## config.mk

```make
export PLATFORM = sky130hd
export DESIGN_NAME = voxel_face_cull_ambient_occlusion
export DESIGN_NICKNAME = d
export VERILOG_FILES = /design/src/sv/vfcao_pkg.sv /design/src/sv/vfcao_front.sv /design/src/sv/vfcao_queue.sv /design/src/sv/vfcao_back.sv /design/src/sv/voxel_face_cull_ambient_occlusion.sv
export VERILOG_INCLUDE_DIRS = /design/src /design/src/sv
export SDC_FILE = /design/constraint.sdc
export NUM_CORES = 1
export LEC_CHECK = 0
export BUFFER_PORTS_ARGS = -buffer_cell sky130_fd_sc_hd__buf_4
export CAP_MARGIN = 20
export CELL_PAD_IN_SITES_DETAIL_PLACEMENT = 0
export CELL_PAD_IN_SITES_GLOBAL_PLACEMENT = 1
export CORE_MARGIN = 8
export CORE_UTILIZATION = 40
export CTS_BUF_LIST = sky130_fd_sc_hd__clkbuf_8
export DETAILED_ROUTE_END_ITERATION = 7
export PLACE_DENSITY = 0.64
export SKIP_CTS_REPAIR_TIMING = 1
export SLEW_MARGIN = 5
export SYNTH_ARGS = -nofsm -noshare
export SYNTH_HDL_FRONTEND = slang
export SYNTH_SLANG_ARGS = --single-unit
```

## constraint.sdc

```tcl
create_clock -name clk -period 5.2 [get_ports clk]
set_input_delay 1.04 -clock clk [delete_from_list [all_inputs] [get_ports clk]]
set_output_delay 1.04 -clock clk [all_outputs]
set_load 0.01 [all_outputs]
```

## src/sv/voxel_face_cull_ambient_occlusion_defines.svh

```systemverilog
// ----------------------------------------------------------------------------
// Voxel face culling assertion macros
// Shared concurrent assertion forms, clocked on clk and disabled during reset.
// ----------------------------------------------------------------------------
`ifndef VOXEL_FACE_CULL_AMBIENT_OCCLUSION_DEFINES_SVH
`define VOXEL_FACE_CULL_AMBIENT_OCCLUSION_DEFINES_SVH

// The consequent must hold in the same cycle as the antecedent.
`define VFCAO_ASSERT_IMP(name, ante, cons, msg) \
	name: assert property (@(posedge clk) disable iff (!arst_n) (ante) |-> (cons)) \
		else $error(msg);

// The consequent must hold in the cycle after the antecedent.
`define VFCAO_ASSERT_NXT(name, ante, cons, msg) \
	name: assert property (@(posedge clk) disable iff (!arst_n) (ante) |=> (cons)) \
		else $error(msg);

`endif

```

## src/sv/vfcao_pkg.sv

```systemverilog
// ----------------------------------------------------------------------------
// Voxel face culling package
// Beat types, register indexes, face directions and the neighbor bit tables
// used for per-vertex ambient occlusion.
// ----------------------------------------------------------------------------
package vfcao_pkg;

	// Configuration register indexes.
	localparam logic REG_AIR_TYPE   = 1'b0;
	localparam logic REG_WATER_TYPE = 1'b1;

	// Face directions.
	localparam logic [2:0] DIR_TOP    = 3'd0;
	localparam logic [2:0] DIR_BOTTOM = 3'd1;
	localparam logic [2:0] DIR_FRONT  = 3'd2;
	localparam logic [2:0] DIR_BACK   = 3'd3;
	localparam logic [2:0] DIR_RIGHT  = 3'd4;
	localparam logic [2:0] DIR_LEFT   = 3'd5;

	localparam int NUM_DIRS = 6;

	// Shade code used when both side neighbors of a vertex are solid.
	localparam logic [2:0] SHADE_BOTH_SIDES = 3'd4;

	// Bit index into the 3x3x3 solid mask.
	typedef logic [4:0] nbit_t;

	// Face neighbor bit per direction.
	localparam nbit_t NORM_BIT [NUM_DIRS] = '{5'd16, 5'd10, 5'd22, 5'd4, 5'd14, 5'd12};

	// Per direction and vertex: first side, second side and corner neighbor bits.
	localparam nbit_t SIDE_A_TAB [NUM_DIRS][4] = '{
		'{5'd15, 5'd17, 5'd17, 5'd15},
		'{5'd9,  5'd11, 5'd11, 5'd9},
		'{5'd21, 5'd23, 5'd23, 5'd21},
		'{5'd5,  5'd3,  5'd3,  5'd5},
		'{5'd23, 5'd5,  5'd5,  5'd23},
		'{5'd3,  5'd21, 5'd21, 5'd3}
	};
	localparam nbit_t SIDE_B_TAB [NUM_DIRS][4] = '{
		'{5'd25, 5'd25, 5'd7,  5'd7},
		'{5'd1,  5'd1,  5'd19, 5'd19},
		'{5'd19, 5'd19, 5'd25, 5'd25},
		'{5'd1,  5'd1,  5'd7,  5'd7},
		'{5'd11, 5'd11, 5'd17, 5'd17},
		'{5'd9,  5'd9,  5'd15, 5'd15}
	};
	localparam nbit_t CORNER_TAB [NUM_DIRS][4] = '{
		'{5'd24, 5'd26, 5'd8,  5'd6},
		'{5'd0,  5'd2,  5'd20, 5'd18},
		'{5'd18, 5'd20, 5'd26, 5'd24},
		'{5'd2,  5'd0,  5'd6,  5'd8},
		'{5'd20, 5'd2,  5'd8,  5'd26},
		'{5'd0,  5'd18, 5'd24, 5'd6}
	};

	// Input beat: one voxel.
	typedef struct packed {
		logic        first_of_chunk;
		logic [3:0]  pos_x;
		logic [5:0]  pos_y;
		logic [3:0]  pos_z;
		logic [7:0]  block_type;
		logic [26:0] solid_mask;
		logic [5:0]  air_mask;
	} voxel_t;

	// Output beat: one face.
	typedef struct packed {
		logic [3:0]  face_x;
		logic [5:0]  face_y;
		logic [3:0]  face_z;
		logic [2:0]  face_dir;
		logic        to_water_mesh;
		logic        use_side_color;
		logic [7:0]  face_type;
		logic [11:0] shade_codes;
		logic [15:0] base_index;
		logic        last_face;
	} face_t;

	// Classified voxel waiting between the front and back parts.
	typedef struct packed {
		logic        first_of_chunk;
		logic [3:0]  pos_x;
		logic [5:0]  pos_y;
		logic [3:0]  pos_z;
		logic [7:0]  block_type;
		logic        is_water;
		logic [5:0]  face_mask;
		logic [26:0] solid_mask;
	} entry_t;

	// Push side of the queue.
	typedef struct packed {
		logic   push;
		entry_t entry;
	} push_t;

	// Pop side status of the queue.
	typedef struct packed {
		logic   empty;
		entry_t head;
	} head_t;

	// Four 3-bit vertex shade codes of one face, vertex 0 in the low bits.
	function automatic logic [11:0] face_shades(input logic [26:0] mask,
		input logic [2:0] dir);
		logic       s1;
		logic       s2;
		logic       cn;
		logic [2:0] code;
		logic [11:0] codes;
		codes = '0;
		if (dir <= DIR_LEFT) begin
			for (int v = 0; v < 4; v++) begin
				s1 = mask[SIDE_A_TAB[dir][v]];
				s2 = mask[SIDE_B_TAB[dir][v]];
				cn = mask[CORNER_TAB[dir][v]];
				if (s1 && s2)
					code = SHADE_BOTH_SIDES;
				else
					code = 3'(s1) + 3'(s2) + 3'(cn);
				codes[3*v +: 3] = code;
			end
		end
		return codes;
	endfunction

endpackage

```

## src/sv/vfcao_front.sv

```systemverilog
// ----------------------------------------------------------------------------
// Voxel classifier
// Holds the type registers, sorts each voxel into air, water or solid and
// works out which of its six faces are visible.
// ----------------------------------------------------------------------------
module vfcao_front import vfcao_pkg::*; (
	input  logic       clk,
	input  logic       arst_n,
	input  logic       cfg_wr_en,
	input  logic       cfg_index,
	input  logic [7:0] cfg_data,
	input  logic       voxel_valid,
	output logic       voxel_stall,
	input  voxel_t     voxel,
	input  logic       q_full,
	output push_t      q_push
);

	logic [7:0] air_code_q;
	logic [7:0] water_code_q;
	logic       is_air;
	logic       is_water;
	logic [5:0] solid_faces;
	logic [5:0] face_mask;

	// Type registers.
	always_ff @(posedge clk or negedge arst_n) begin
		if (!arst_n) begin
			air_code_q   <= 8'd0;
			water_code_q <= 8'd1;
		end else if (cfg_wr_en) begin
			unique case (cfg_index)
				REG_AIR_TYPE:   air_code_q   <= cfg_data;
				REG_WATER_TYPE: water_code_q <= cfg_data;
				default: ;
			endcase
		end
	end

	// A solid voxel shows each face whose neighbor is not solid.
	always_comb begin
		for (int d = 0; d < NUM_DIRS; d++)
			solid_faces[d] = !voxel.solid_mask[NORM_BIT[d]];
	end

	// Air wins over water when both codes match; water never shows its bottom.
	always_comb begin
		is_air   = (voxel.block_type == air_code_q);
		is_water = !is_air && (voxel.block_type == water_code_q);
		if (is_air)
			face_mask = '0;
		else if (is_water)
			face_mask = voxel.air_mask & ~(6'b1 << DIR_BOTTOM);
		else
			face_mask = solid_faces;
	end

	// A voxel without faces is dropped unless it must clear the counters.
	assign voxel_stall = q_full;

	always_comb begin
		q_push.push                 = voxel_valid && !q_full &&
			((face_mask != '0) || voxel.first_of_chunk);
		q_push.entry.first_of_chunk = voxel.first_of_chunk;
		q_push.entry.pos_x          = voxel.pos_x;
		q_push.entry.pos_y          = voxel.pos_y;
		q_push.entry.pos_z          = voxel.pos_z;
		q_push.entry.block_type     = voxel.block_type;
		q_push.entry.is_water       = is_water;
		q_push.entry.face_mask      = face_mask;
		q_push.entry.solid_mask     = voxel.solid_mask;
	end

endmodule

```

## src/sv/vfcao_queue.sv

```systemverilog
// ----------------------------------------------------------------------------
// Voxel queue
// Short first-in first-out buffer of classified voxels between the
// classifier and the face emitter.
// ----------------------------------------------------------------------------
`include "voxel_face_cull_ambient_occlusion_defines.svh"

module vfcao_queue import vfcao_pkg::*; #(
	parameter int DEPTH = 4
) (
	input  logic  clk,
	input  logic  arst_n,
	input  push_t q_push,
	input  logic  pop,
	output logic  full,
	output head_t q_head
);

	localparam int PW = (DEPTH > 1) ? $clog2(DEPTH) : 1;
	localparam int CW = $clog2(DEPTH + 1);

	entry_t          slot_q [DEPTH];
	logic [PW-1:0]   wr_ptr_q;
	logic [PW-1:0]   rd_ptr_q;
	logic [CW-1:0]   count_q;
	logic            do_push;
	logic            do_pop;

	assign full          = (count_q == CW'(DEPTH));
	assign q_head.empty  = (count_q == '0);
	assign q_head.head   = slot_q[rd_ptr_q];
	assign do_push       = q_push.push && !full;
	assign do_pop        = pop && !q_head.empty;

	// Entry storage.
	always_ff @(posedge clk) begin
		if (do_push)
			slot_q[wr_ptr_q] <= q_push.entry;
	end

	// Pointers and fill count.
	always_ff @(posedge clk or negedge arst_n) begin
		if (!arst_n) begin
			wr_ptr_q <= '0;
			rd_ptr_q <= '0;
			count_q  <= '0;
		end else begin
			if (do_push)
				wr_ptr_q <= (wr_ptr_q == PW'(DEPTH - 1)) ? '0 : wr_ptr_q + 1'b1;
			if (do_pop)
				rd_ptr_q <= (rd_ptr_q == PW'(DEPTH - 1)) ? '0 : rd_ptr_q + 1'b1;
			if (do_push && !do_pop)
				count_q <= count_q + 1'b1;
			else if (do_pop && !do_push)
				count_q <= count_q - 1'b1;
		end
	end

	`VFCAO_ASSERT_IMP(a_count_bound, 1'b1, count_q <= CW'(DEPTH), "queue count overflow")
	`VFCAO_ASSERT_IMP(a_empty_ptrs, q_head.empty, wr_ptr_q == rd_ptr_q, "empty queue ptr skew")
	`VFCAO_ASSERT_NXT(a_count_up, do_push && !do_pop, count_q == $past(count_q) + 1'b1,
		"queue count did not grow")

endmodule

```

## src/sv/vfcao_back.sv

```systemverilog
// ----------------------------------------------------------------------------
// Face emitter
// Walks the head voxel's visible faces one per cycle unless stalled, computes
// vertex shade codes, hands out base indices and holds the output register.
// ----------------------------------------------------------------------------
`include "voxel_face_cull_ambient_occlusion_defines.svh"

module vfcao_back import vfcao_pkg::*; (
	input  logic  clk,
	input  logic  arst_n,
	input  head_t q_head,
	output logic  pop,
	output logic  face_valid,
	input  logic  face_stall,
	output face_t face
);

	entry_t      cur_q;
	logic        cur_valid_q;
	logic [5:0]  rem_q;
	logic [15:0] solid_cnt_q;
	logic [15:0] water_cnt_q;
	face_t       out_q;
	logic        out_valid_q;

	logic        can_emit;
	logic        emit;
	logic        done;
	logic        clr_cnt;
	logic        sel_water_top;
	logic [2:0]  sel_dir;
	logic [5:0]  rem_after;
	face_t       next_face;

	// Lowest remaining face goes first.
	always_comb begin
		sel_dir = DIR_TOP;
		for (int d = NUM_DIRS - 1; d >= 0; d--)
			if (rem_q[d])
				sel_dir = 3'(d);
	end

	assign rem_after     = rem_q & ~(6'b1 << sel_dir);
	assign can_emit      = !out_valid_q || !face_stall;
	assign emit          = cur_valid_q && (rem_q != '0) && can_emit;
	assign done          = cur_valid_q && ((rem_q == '0) || (emit && (rem_after == '0)));
	assign pop           = (!cur_valid_q || done) && !q_head.empty;
	assign clr_cnt       = pop && q_head.head.first_of_chunk;
	assign sel_water_top = cur_q.is_water && (sel_dir == DIR_TOP);

	// Face beat built from the current voxel.
	always_comb begin
		next_face.face_x         = cur_q.pos_x;
		next_face.face_y         = cur_q.pos_y;
		next_face.face_z         = cur_q.pos_z;
		next_face.face_dir       = sel_dir;
		next_face.to_water_mesh  = sel_water_top;
		next_face.use_side_color = cur_q.is_water && (sel_dir != DIR_TOP);
		next_face.face_type      = cur_q.block_type;
		next_face.shade_codes    = cur_q.is_water ? 12'd0 :
			face_shades(cur_q.solid_mask, sel_dir);
		next_face.base_index     = sel_water_top ? water_cnt_q : solid_cnt_q;
		next_face.last_face      = (rem_after == '0);
	end

	// Current voxel and its remaining faces.
	always_ff @(posedge clk or negedge arst_n) begin
		if (!arst_n) begin
			cur_valid_q <= 1'b0;
			rem_q       <= '0;
		end else if (pop) begin
			cur_valid_q <= 1'b1;
			rem_q       <= q_head.head.face_mask;
		end else if (done) begin
			cur_valid_q <= 1'b0;
			rem_q       <= '0;
		end else if (emit) begin
			rem_q <= rem_after;
		end
	end

	always_ff @(posedge clk) begin
		if (pop)
			cur_q <= q_head.head;
	end

	// Index counters; a new chunk clears both.
	always_ff @(posedge clk or negedge arst_n) begin
		if (!arst_n) begin
			solid_cnt_q <= '0;
			water_cnt_q <= '0;
		end else if (clr_cnt) begin
			solid_cnt_q <= '0;
			water_cnt_q <= '0;
		end else if (emit) begin
			if (sel_water_top)
				water_cnt_q <= water_cnt_q + 16'd6;
			else
				solid_cnt_q <= solid_cnt_q + 16'd6;
		end
	end

	// Output register.
	always_ff @(posedge clk or negedge arst_n) begin
		if (!arst_n)
			out_valid_q <= 1'b0;
		else if (emit)
			out_valid_q <= 1'b1;
		else if (!face_stall)
			out_valid_q <= 1'b0;
	end

	always_ff @(posedge clk) begin
		if (emit)
			out_q <= next_face;
	end

	assign face_valid = out_valid_q;
	assign face       = out_q;

	`VFCAO_ASSERT_IMP(a_rem_subset, cur_valid_q, (rem_q & ~cur_q.face_mask) == '0,
		"remaining faces outside voxel mask")
	`VFCAO_ASSERT_IMP(a_water_no_bottom, cur_valid_q && cur_q.is_water,
		!cur_q.face_mask[DIR_BOTTOM], "water voxel with bottom face")
	`VFCAO_ASSERT_NXT(a_solid_step, emit && !sel_water_top && !clr_cnt,
		solid_cnt_q == 16'($past(solid_cnt_q) + 16'd6), "solid index did not advance")
	`VFCAO_ASSERT_NXT(a_water_step, emit && sel_water_top && !clr_cnt,
		water_cnt_q == 16'($past(water_cnt_q) + 16'd6), "water index did not advance")

endmodule

```

## src/sv/voxel_face_cull_ambient_occlusion.sv

```systemverilog
// ----------------------------------------------------------------------------
// Voxel face culling with vertex ambient occlusion
// Turns voxels with precomputed neighbor masks into visible faces carrying
// shade codes and base vertex indices for the solid and water meshes.
// ----------------------------------------------------------------------------
// Usage:
// The voxel channel takes one voxel per beat (voxel_valid, voxel_stall) and
// the face channel returns one face per beat (face_valid, face_stall); the
// last face of a voxel carries last_face. Air voxels and voxels with no
// visible face give no beat. Type codes are written through cfg_wr_en,
// cfg_index and cfg_data while the block is idle.
// A voxel passes through the queue, the current voxel register of the face
// emitter and the output register before its first face beat is shown. The
// face emitter produces one face per cycle while the receiver does not stall,
// and takes the next voxel as it emits the last face of the current one; a
// voxel that only clears the counters gives no face. Voxels are accepted every
// cycle while the queue of QUEUE_DEPTH entries has room.
// Reset clears the queue, the output register and both index counters and
// loads air code 0 and water code 1. When the receiver stalls, the face beat
// holds in the output register, the emitter waits and the queue fills; once
// full, voxel_stall rises.
// ----------------------------------------------------------------------------
module voxel_face_cull_ambient_occlusion import vfcao_pkg::*; #(
	parameter int QUEUE_DEPTH = 4
) (
	input  logic       clk,
	input  logic       arst_n,
	input  logic       cfg_wr_en,
	input  logic       cfg_index,
	input  logic [7:0] cfg_data,
	input  logic       voxel_valid,
	output logic       voxel_stall,
	input  voxel_t     voxel,
	output logic       face_valid,
	input  logic       face_stall,
	output face_t      face
);

	push_t q_push;
	head_t q_head;
	logic  q_full;
	logic  q_pop;

	// Classifier.
	vfcao_front u_front (
		.clk         (clk),
		.arst_n      (arst_n),
		.cfg_wr_en   (cfg_wr_en),
		.cfg_index   (cfg_index),
		.cfg_data    (cfg_data),
		.voxel_valid (voxel_valid),
		.voxel_stall (voxel_stall),
		.voxel       (voxel),
		.q_full      (q_full),
		.q_push      (q_push)
	);

	// Queue between the two halves.
	vfcao_queue #(
		.DEPTH (QUEUE_DEPTH)
	) u_queue (
		.clk    (clk),
		.arst_n (arst_n),
		.q_push (q_push),
		.pop    (q_pop),
		.full   (q_full),
		.q_head (q_head)
	);

	// Face emitter.
	vfcao_back u_back (
		.clk        (clk),
		.arst_n     (arst_n),
		.q_head     (q_head),
		.pop        (q_pop),
		.face_valid (face_valid),
		.face_stall (face_stall),
		.face       (face)
	);

endmodule
```

# == Yosys cells after proc, flatten, opt, wreduce, memory -nomap -nowiden ==
# Memories as Yosys holds them, arrays and structs flattened.
# Index checks and enable logic that the tools add are counted.
# op_classes
addsub,14
bitwise,5
mux,62
eq_ne,7
n_reduce_logical,58
n_lt_le_gt_ge,14
shift,1
# ops
operator,n
$mux W20,6
$mux W16,7
$lt A5 B6 Y1 const B,12
$bmux W1 S5,12
$mux W3,12
$add A16 B3 Y16 const B,2
$mux W6,5
$logic_and A1 B1 Y1,19
$mux W1,18
$eq A8 B8 Y1,2
$logic_not A1 Y1,14
$add A3 B1 Y3,4
$logic_not A6 Y1,2
$reduce_bool A6 Y1,2
$reduce_or A3 Y1,4
$add A1 B1 Y2,4
$reduce_and A2 Y1,4
$reduce_bool A2 Y1,4
$and A6 B6 Y6,1
$logic_not A3 Y1,2
$not A6 Y6,1
$reduce_bool A3 Y1,2
$shl A1 B3 Y6 const A,1
$add A2 B1 Y2 const B,2
12 further kinds,19
# totals
wordCells,195
n_memories,4
romBits,480
reg_bits,169
in_bits,70
ramBits,228
# mem_list
memory,words,word_bits,read_ports,rd_ports_with_merged_regs,write_ports,line_no,text
u_queue.slot_q,4,57,1,0,1,vfcao_queue.sv:22,entry_t slot_q [DEPTH];
(name not given),8,20,1,0,0,vfcao_pkg.sv:118,s2 = mask[SIDE_B_TAB[dir][v]];
(name not given),8,20,1,0,0,vfcao_pkg.sv:119,cn = mask[CORNER_TAB[dir][v]];
(name not given),8,20,1,0,0,vfcao_pkg.sv:117,s1 = mask[SIDE_A_TAB[dir][v]];

# == Depth between registers and ports, before layout ==
# depth
depth_word,19
mapped_depth,18
mapped_depth_nobuf,17

# == By module ==
# From an unflattened synthesis, not the netlist that was laid out.
# unflattened
cells_unflattened,974
area_unflattened_um2,16666.0
# by_module_without_submodules
module,area_each_um2,seq_area_each_um2,cells_per_inst,n_inst
vfcao_queue,8675.8,7021.7,335,1
vfcao_back,6632.6,4103.9,507,1
vfcao_front,1357.6,401.6,132,1

# == Worst setup path before layout ==
# OpenSTA, ideal clock, no wires.
# synth_path
path_type,input to register
start,input voxel[39] (netlist bit)
end,"memory u_queue.slot_q[0][0] (netlist bit), enable pin"
cell_stages,6
setup_time_ns,0.421
arrival_ns,3.536
slack_ns,1.243
path_cell_list,xor2_1 > nor4_1 > a211oi_1 > a311oi_1 > o21a_1 > and2_1
# synth_via
elab_chain_cells,11
# synth_lines
item,line_no,text
"start, declared",voxel_face_cull_ambient_occlusion.sv:33,"input voxel_t voxel,"
$eq A8 B8 Y1,vfcao_front.sv:48,is_air = (voxel.block_type == air_code_q);
$logic_not A1 Y1,vfcao_front.sv:49,is_water = !is_air && (voxel.block_type == water_code_q);
$logic_and A1 B1 Y1,vfcao_front.sv:49,
$mux W6,vfcao_front.sv:52,else if (is_water)
$mux W6 *,vfcao_front.sv:50,if (is_air)
$reduce_bool A6 Y1 *,vfcao_front.sv:63,((face_mask != '0) || voxel.first_of_chunk);
$logic_or A1 B1 Y1 *,vfcao_front.sv:63,
$logic_and A1 B1 Y1 *,vfcao_front.sv:62,q_push.push = voxel_valid && !q_full &&
$logic_and A1 B1 Y1 *,vfcao_queue.sv:32,assign do_push = q_push.push && !full;
named net u_queue.do_push,vfcao_queue.sv:26,logic do_push;
$mux W1 *,vfcao_queue.sv:37,if (do_push)
$mux W1 (not written as such) *,vfcao_queue.sv:38,slot_q[wr_ptr_q] <= q_push.entry;
"end, declared",vfcao_queue.sv:22,
# Mark *: on every way through the listed nets, which the timed path passes. The rest lies on a longest branch.

# == Worst setup path after layout ==
# layout_path
start,register u_back.rem_q[5]
end,register u_queue.count_q[1]
# layout_via
elab_chain_cells,19
# layout_lines
item,line_no,text
"start, declared",vfcao_back.sv:20,logic [5:0] rem_q;
"start signal, assigned",vfcao_back.sv:73,rem_q <= q_head.head.face_mask;
"start signal, assigned",vfcao_back.sv:78,rem_q <= rem_after;
$mux W3 (6 in series),vfcao_back.sv:39,if (rem_q[d])
$shl A1 B3 Y6,vfcao_back.sv:43,assign rem_after = rem_q & ~(6'b1 << sel_dir);
$not A6 Y6,vfcao_back.sv:43,
$and A6 B6 Y6,vfcao_back.sv:43,
$logic_not A6 Y1,vfcao_back.sv:46,assign done = cur_valid_q && ((rem_q == '0) || (emit && (rem_after == '0)));
$logic_and A1 B1 Y1,vfcao_back.sv:46,
$logic_or A1 B1 Y1 *,vfcao_back.sv:46,
$logic_and A1 B1 Y1 *,vfcao_back.sv:46,
$logic_or A1 B1 Y1 *,vfcao_back.sv:47,assign pop = (!cur_valid_q || done) && !q_head.empty;
$logic_and A1 B1 Y1 *,vfcao_back.sv:47,
$logic_and A1 B1 Y1 *,vfcao_queue.sv:33,assign do_pop = pop && !q_head.empty;
$logic_not A1 Y1,vfcao_queue.sv:52,if (do_push && !do_pop)
$logic_and A1 B1 Y1,vfcao_queue.sv:52,
$mux W3 / $reduce_bool A2 Y1 (equally long branches),-,
"end signal, assigned",vfcao_queue.sv:53,count_q <= count_q + 1'b1;
"end signal, assigned",vfcao_queue.sv:55,count_q <= count_q - 1'b1;
"end, declared",vfcao_queue.sv:25,logic [CW-1:0] count_q;
# Mark *: on every way between the ends. The rest lies on a longest branch, timed or not.
# A chain may end at the register's enable or synchronous reset.

==> impl_metrics.json <==
{
  "cp-end-kind": "register",
  "die_h_um": 217,
  "fin_nets": 1199,
  "number_of_standard_cells_in_the_layout_taps_in_and_fillers_out": 1675,
  "power_frac_seq_pct": 43.2,
  "pin_count": 128,
  "detailroute.via_count": 8424,
  "clock_sink_count": 394,
  "hpwl_mm": 21.0,
  "cpLargestDelayFamily": "adder cells",
  "p_leak_nw": 6.94,
  "core-area_um2": 39700,
  "cp_slowest_stage_delay_ps": 560,
  "tightest_slew_ps": 964,
  "final_antenna_net_count": 0,
  "relative_slew_slack_pct": 35.6,
  "async_flop_share_pct": 15.5,
  "critical_path.max_fanout": 14,
  "final-hold-violation-count": 0,
  "switching_power_mw": 4.17,
  "synth_seq_area_share_pct": 71.5,
  "placed_cells_incl_taps": 1556,
  "synthDominantCellAreaShare_pct": 62.0,
  "rsz0062_at_grt": "no",
  "grt_max_degree": 62,
  "antenna_found_initial": 0,
  "worst-endpoint-arrival_ps": 4500,
  "yosys_register_bits": 394,
  "worstHoldPathType": "reg -> reg",
  "cts_tree": "built",
  "timing.max_cap.violations": 0,
  "setup_total_negative_slack_ps": 0,
  "critical_path.startpoint_type": "register",
  "yosys.area.top_type": "sky130_fd_sc_hd__edfxtp_1",
  "timing.critical_path.buf_inv": 2,
  "fmax_ghz": 0.248,
  "post_synth.cell_area_avg_um2": 17.4,
  "num-fill-cells": 3512,
  "cts_inserted_buffers": 67,
  "crit_slowest_cell": "sky130_fd_sc_hd__ha_1",
  "crit_path_most_repeated_cell": "sky130_fd_sc_hd__nor2_1",
  "routed_wire_length_per_instance_um": 19.7,
  "internal_power_component_mw": 7.94,
  "synth.net_count": 1027,
  "grt_use_total_pct": 14.3,
  "clock-root-buffer": "sky130_fd_sc_hd__clkbuf_8",
  "synth.distinct_cells": 65,
  "status": "complete, no violations",
  "syn-cell-area_um2": 16100,
  "drt_first_pass_iters": 4,
  "drc": 0,
  "final_wtd_congestion": 0.797,
  "switching_share_pct": 34.4,
  "ys_top_cells_by_area": "sky130_fd_sc_hd__edfxtp_1, sky130_fd_sc_hd__mux4_2, sky130_fd_sc_hd__dfrtp_1",
  "syn2layout_area_growth_pct": 17.3,
  "final_min_period_over_clock_period_pct": 77.5,
  "post-route-min-period_ps": 4030,
  "via_count_of_the_first_global_routing_pass": 9020,
  "clock_tree.htree_level_count": 3,
  "num_antenna_cells": 0,
  "layout-drive-gt1-share_pct": 28.3,
  "global_route_wire_length_before_repair_mm": 52.0,
  "drt_first_iter_violations": 539,
  "powerDensity_nw_per_um2": 641,
  "globalRoute.totalOverflow": 0,
  "clock_insertion_delay_worst_skew_ps": 600,
  "fp.dieW_um": 217,
  "ir_worst_vdd_mv": 0.255,
  "place.port_buffers": 125,
  "reg_clk_slew_reported_paths_ps": 60,
  "final.setup_skew_ps": 28.2,
  "postRouteWirelength_mm": 33.0,
  "syn_inst": 928,
  "yosysWarnings": 0,
  "cells_along_the_critical_path": "nor2b_1, nor2_1, nor2_1, nor2_1, or2_2, ha_1, inv_1, a222oi_1, a41oi_1, or2_1, ha_1, inv_1, fa_1, mux2_2",
  "synth-edff-count": 333,
  "routed_via_density": 5.03,
  "clkPwrFrac_pct": 20.3,
  "number_of_rows_created_at_floorplan": 73,
  "synth_ff_type": "sky130_fd_sc_hd__edfxtp_1",
  "clock_tree.buffer_depth": 3,
  "die_area_um2": 47000,
  "finalSetupViolations": 0,
  "initial_cell_density_of_the_core_pct": 40.6,
  "timing_worst_setup_path_type": "reg -> reg",
  "worst_ep_required_time_ps": 5670,
  "slew_violations": 0,
  "comb_pwr_share_pct": 36.5
}
==> metrics by stage <==
step / hold WS, ps / setup WS [ps] / area, µm² / util [%] / power, mW
3_5_place_dp: 405 / 1050 / 17700 / 44.6 / 9.84
6_report: 413 / 1170 / 18900 / 47.6 / 12.1
4_1_cts: 414 / 1190 / 18900 / 47.6 / 12.4
2_1_floorplan: 400 / 1240 / 16100 / - / 8.25
3_3_place_gp: 402 / 1080 / 17700 / 44.6 / 9.80
5_1_grt: 414 / 898 / 18900 / 47.6 / 13.0
==> Yosys cell counts, types with 9 or more instances <==
master / number
sky130_fd_sc_hd__mux4_2: 67
sky130_fd_sc_hd__edfxtp_1: 333
sky130_fd_sc_hd__nand4_1: 9
sky130_fd_sc_hd__a21oi_1: 18
sky130_fd_sc_hd__nand2_1: 66
sky130_fd_sc_hd__nor2_1: 63
sky130_fd_sc_hd__nor3_1: 12
sky130_fd_sc_hd__inv_1: 19
sky130_fd_sc_hd__mux2i_1: 19
sky130_fd_sc_hd__mux2_2: 24
sky130_fd_sc_hd__ha_1: 24
sky130_fd_sc_hd__a211oi_1: 13
sky130_fd_sc_hd__xnor2_1: 24
sky130_fd_sc_hd__clkbuf_1: 17
sky130_fd_sc_hd__dfrtp_1: 60
sky130_fd_sc_hd__xor2_1: 22
sky130_fd_sc_hd__and2_1: 11
sky130_fd_sc_hd__o21ai_0: 14
==> area by class of cell <==
cell class	instances	area [µm²]	share of cell area (%)
well taps	525	657	3.47
inverters	22	82.6	0.437
repair buffers	136	1080	5.73
clock buffers	71	977	5.17
clock inverters	48	203	1.07
multi-input cells	479	4370	23.1
flip-flops and latches	394	11500	61.0
==> worst paths after layout <==
kind,from,end,slack (ps),cells after the start
max,u_back.rem_q[5],u_queue.count_q[1],1170,14
min,u_back.cur_q[47],u_back.face[47],410,0
max reg2reg,u_back.rem_q[5],u_queue.count_q[1],1170,14
min reg2reg,u_back.cur_q[47],u_back.face[47],410,0
max in group asynchronous,arst_n,u_queue.rd_ptr_q[0],3960,1
min in group asynchronous,arst_n,u_back.rem_q[4],550,1
==> power by group through the flow <==
| stage | sequential, mW | clock, mW | combinational [mW] |
|---|---|---|---|
| 2_1_floorplan | 5.19 | 0 | 3.06 |
| 3_3_place_gp | 5.29 | 0 | 4.51 |
| 3_5_place_dp | 5.32 | 0 | 4.52 |
| 4_1_cts | 5.26 | 2.56 | 4.55 |
| 5_1_grt | 5.35 | 2.71 | 4.94 |
| 6_report | 5.23 | 2.45 | 4.43 |
==> metal layers <==
metal | track usage (%) | share of wire, % | vias up
met3 | 4.45 | 6.1 | 48
met4 | 4.89 | 1.7 | 0
li1 | - | - | 3936
met2 | 22.6 | 48 | 187
met1 | 18.6 | 44 | 4253
met5 | 0 | 0 | -
==> layout by cell type (no fill, tap or decap), types with 24 or more instances in the layout <==
cell and count:
sky130_fd_sc_hd__buf_4 131, sky130_fd_sc_hd__clkbuf_8 71, sky130_fd_sc_hd__dfrtp_1 58, sky130_fd_sc_hd__edfxtp_1 333, sky130_fd_sc_hd__ha_1 24, sky130_fd_sc_hd__inv_1 54, sky130_fd_sc_hd__mux2_2 24, sky130_fd_sc_hd__mux4_2 67
sky130_fd_sc_hd__nand2_1 66, sky130_fd_sc_hd__nor2_1 63, sky130_fd_sc_hd__xnor2_1 24
==> sequential cells by signal, summed over array words and instances (netlist names), 3 cells and up <==
name                  count
u_back.water_cnt_q       15
u_back.face              55
u_front.air_code_q        8
u_back.solid_cnt_q       15
u_queue.slot_q          228
u_queue.count_q           3
u_front.water_code_q      8
u_back.cur_q             50
u_back.rem_q              6
==> logic make-up after synthesis <==
logic type / Yosys count / share of synthesized area (%)
other cells: 1 / 0.0233
flops: 394 / 71.5
compound gates: 83 / 3.38
simple gates: 209 / 6.38
buf+inv: 55 / 1.41
xor+xnor: 46 / 2.50
mux: 111 / 12.3
fa+ha+maj: 29 / 2.48
Note: power is estimated with default switching activity, not from simulation.
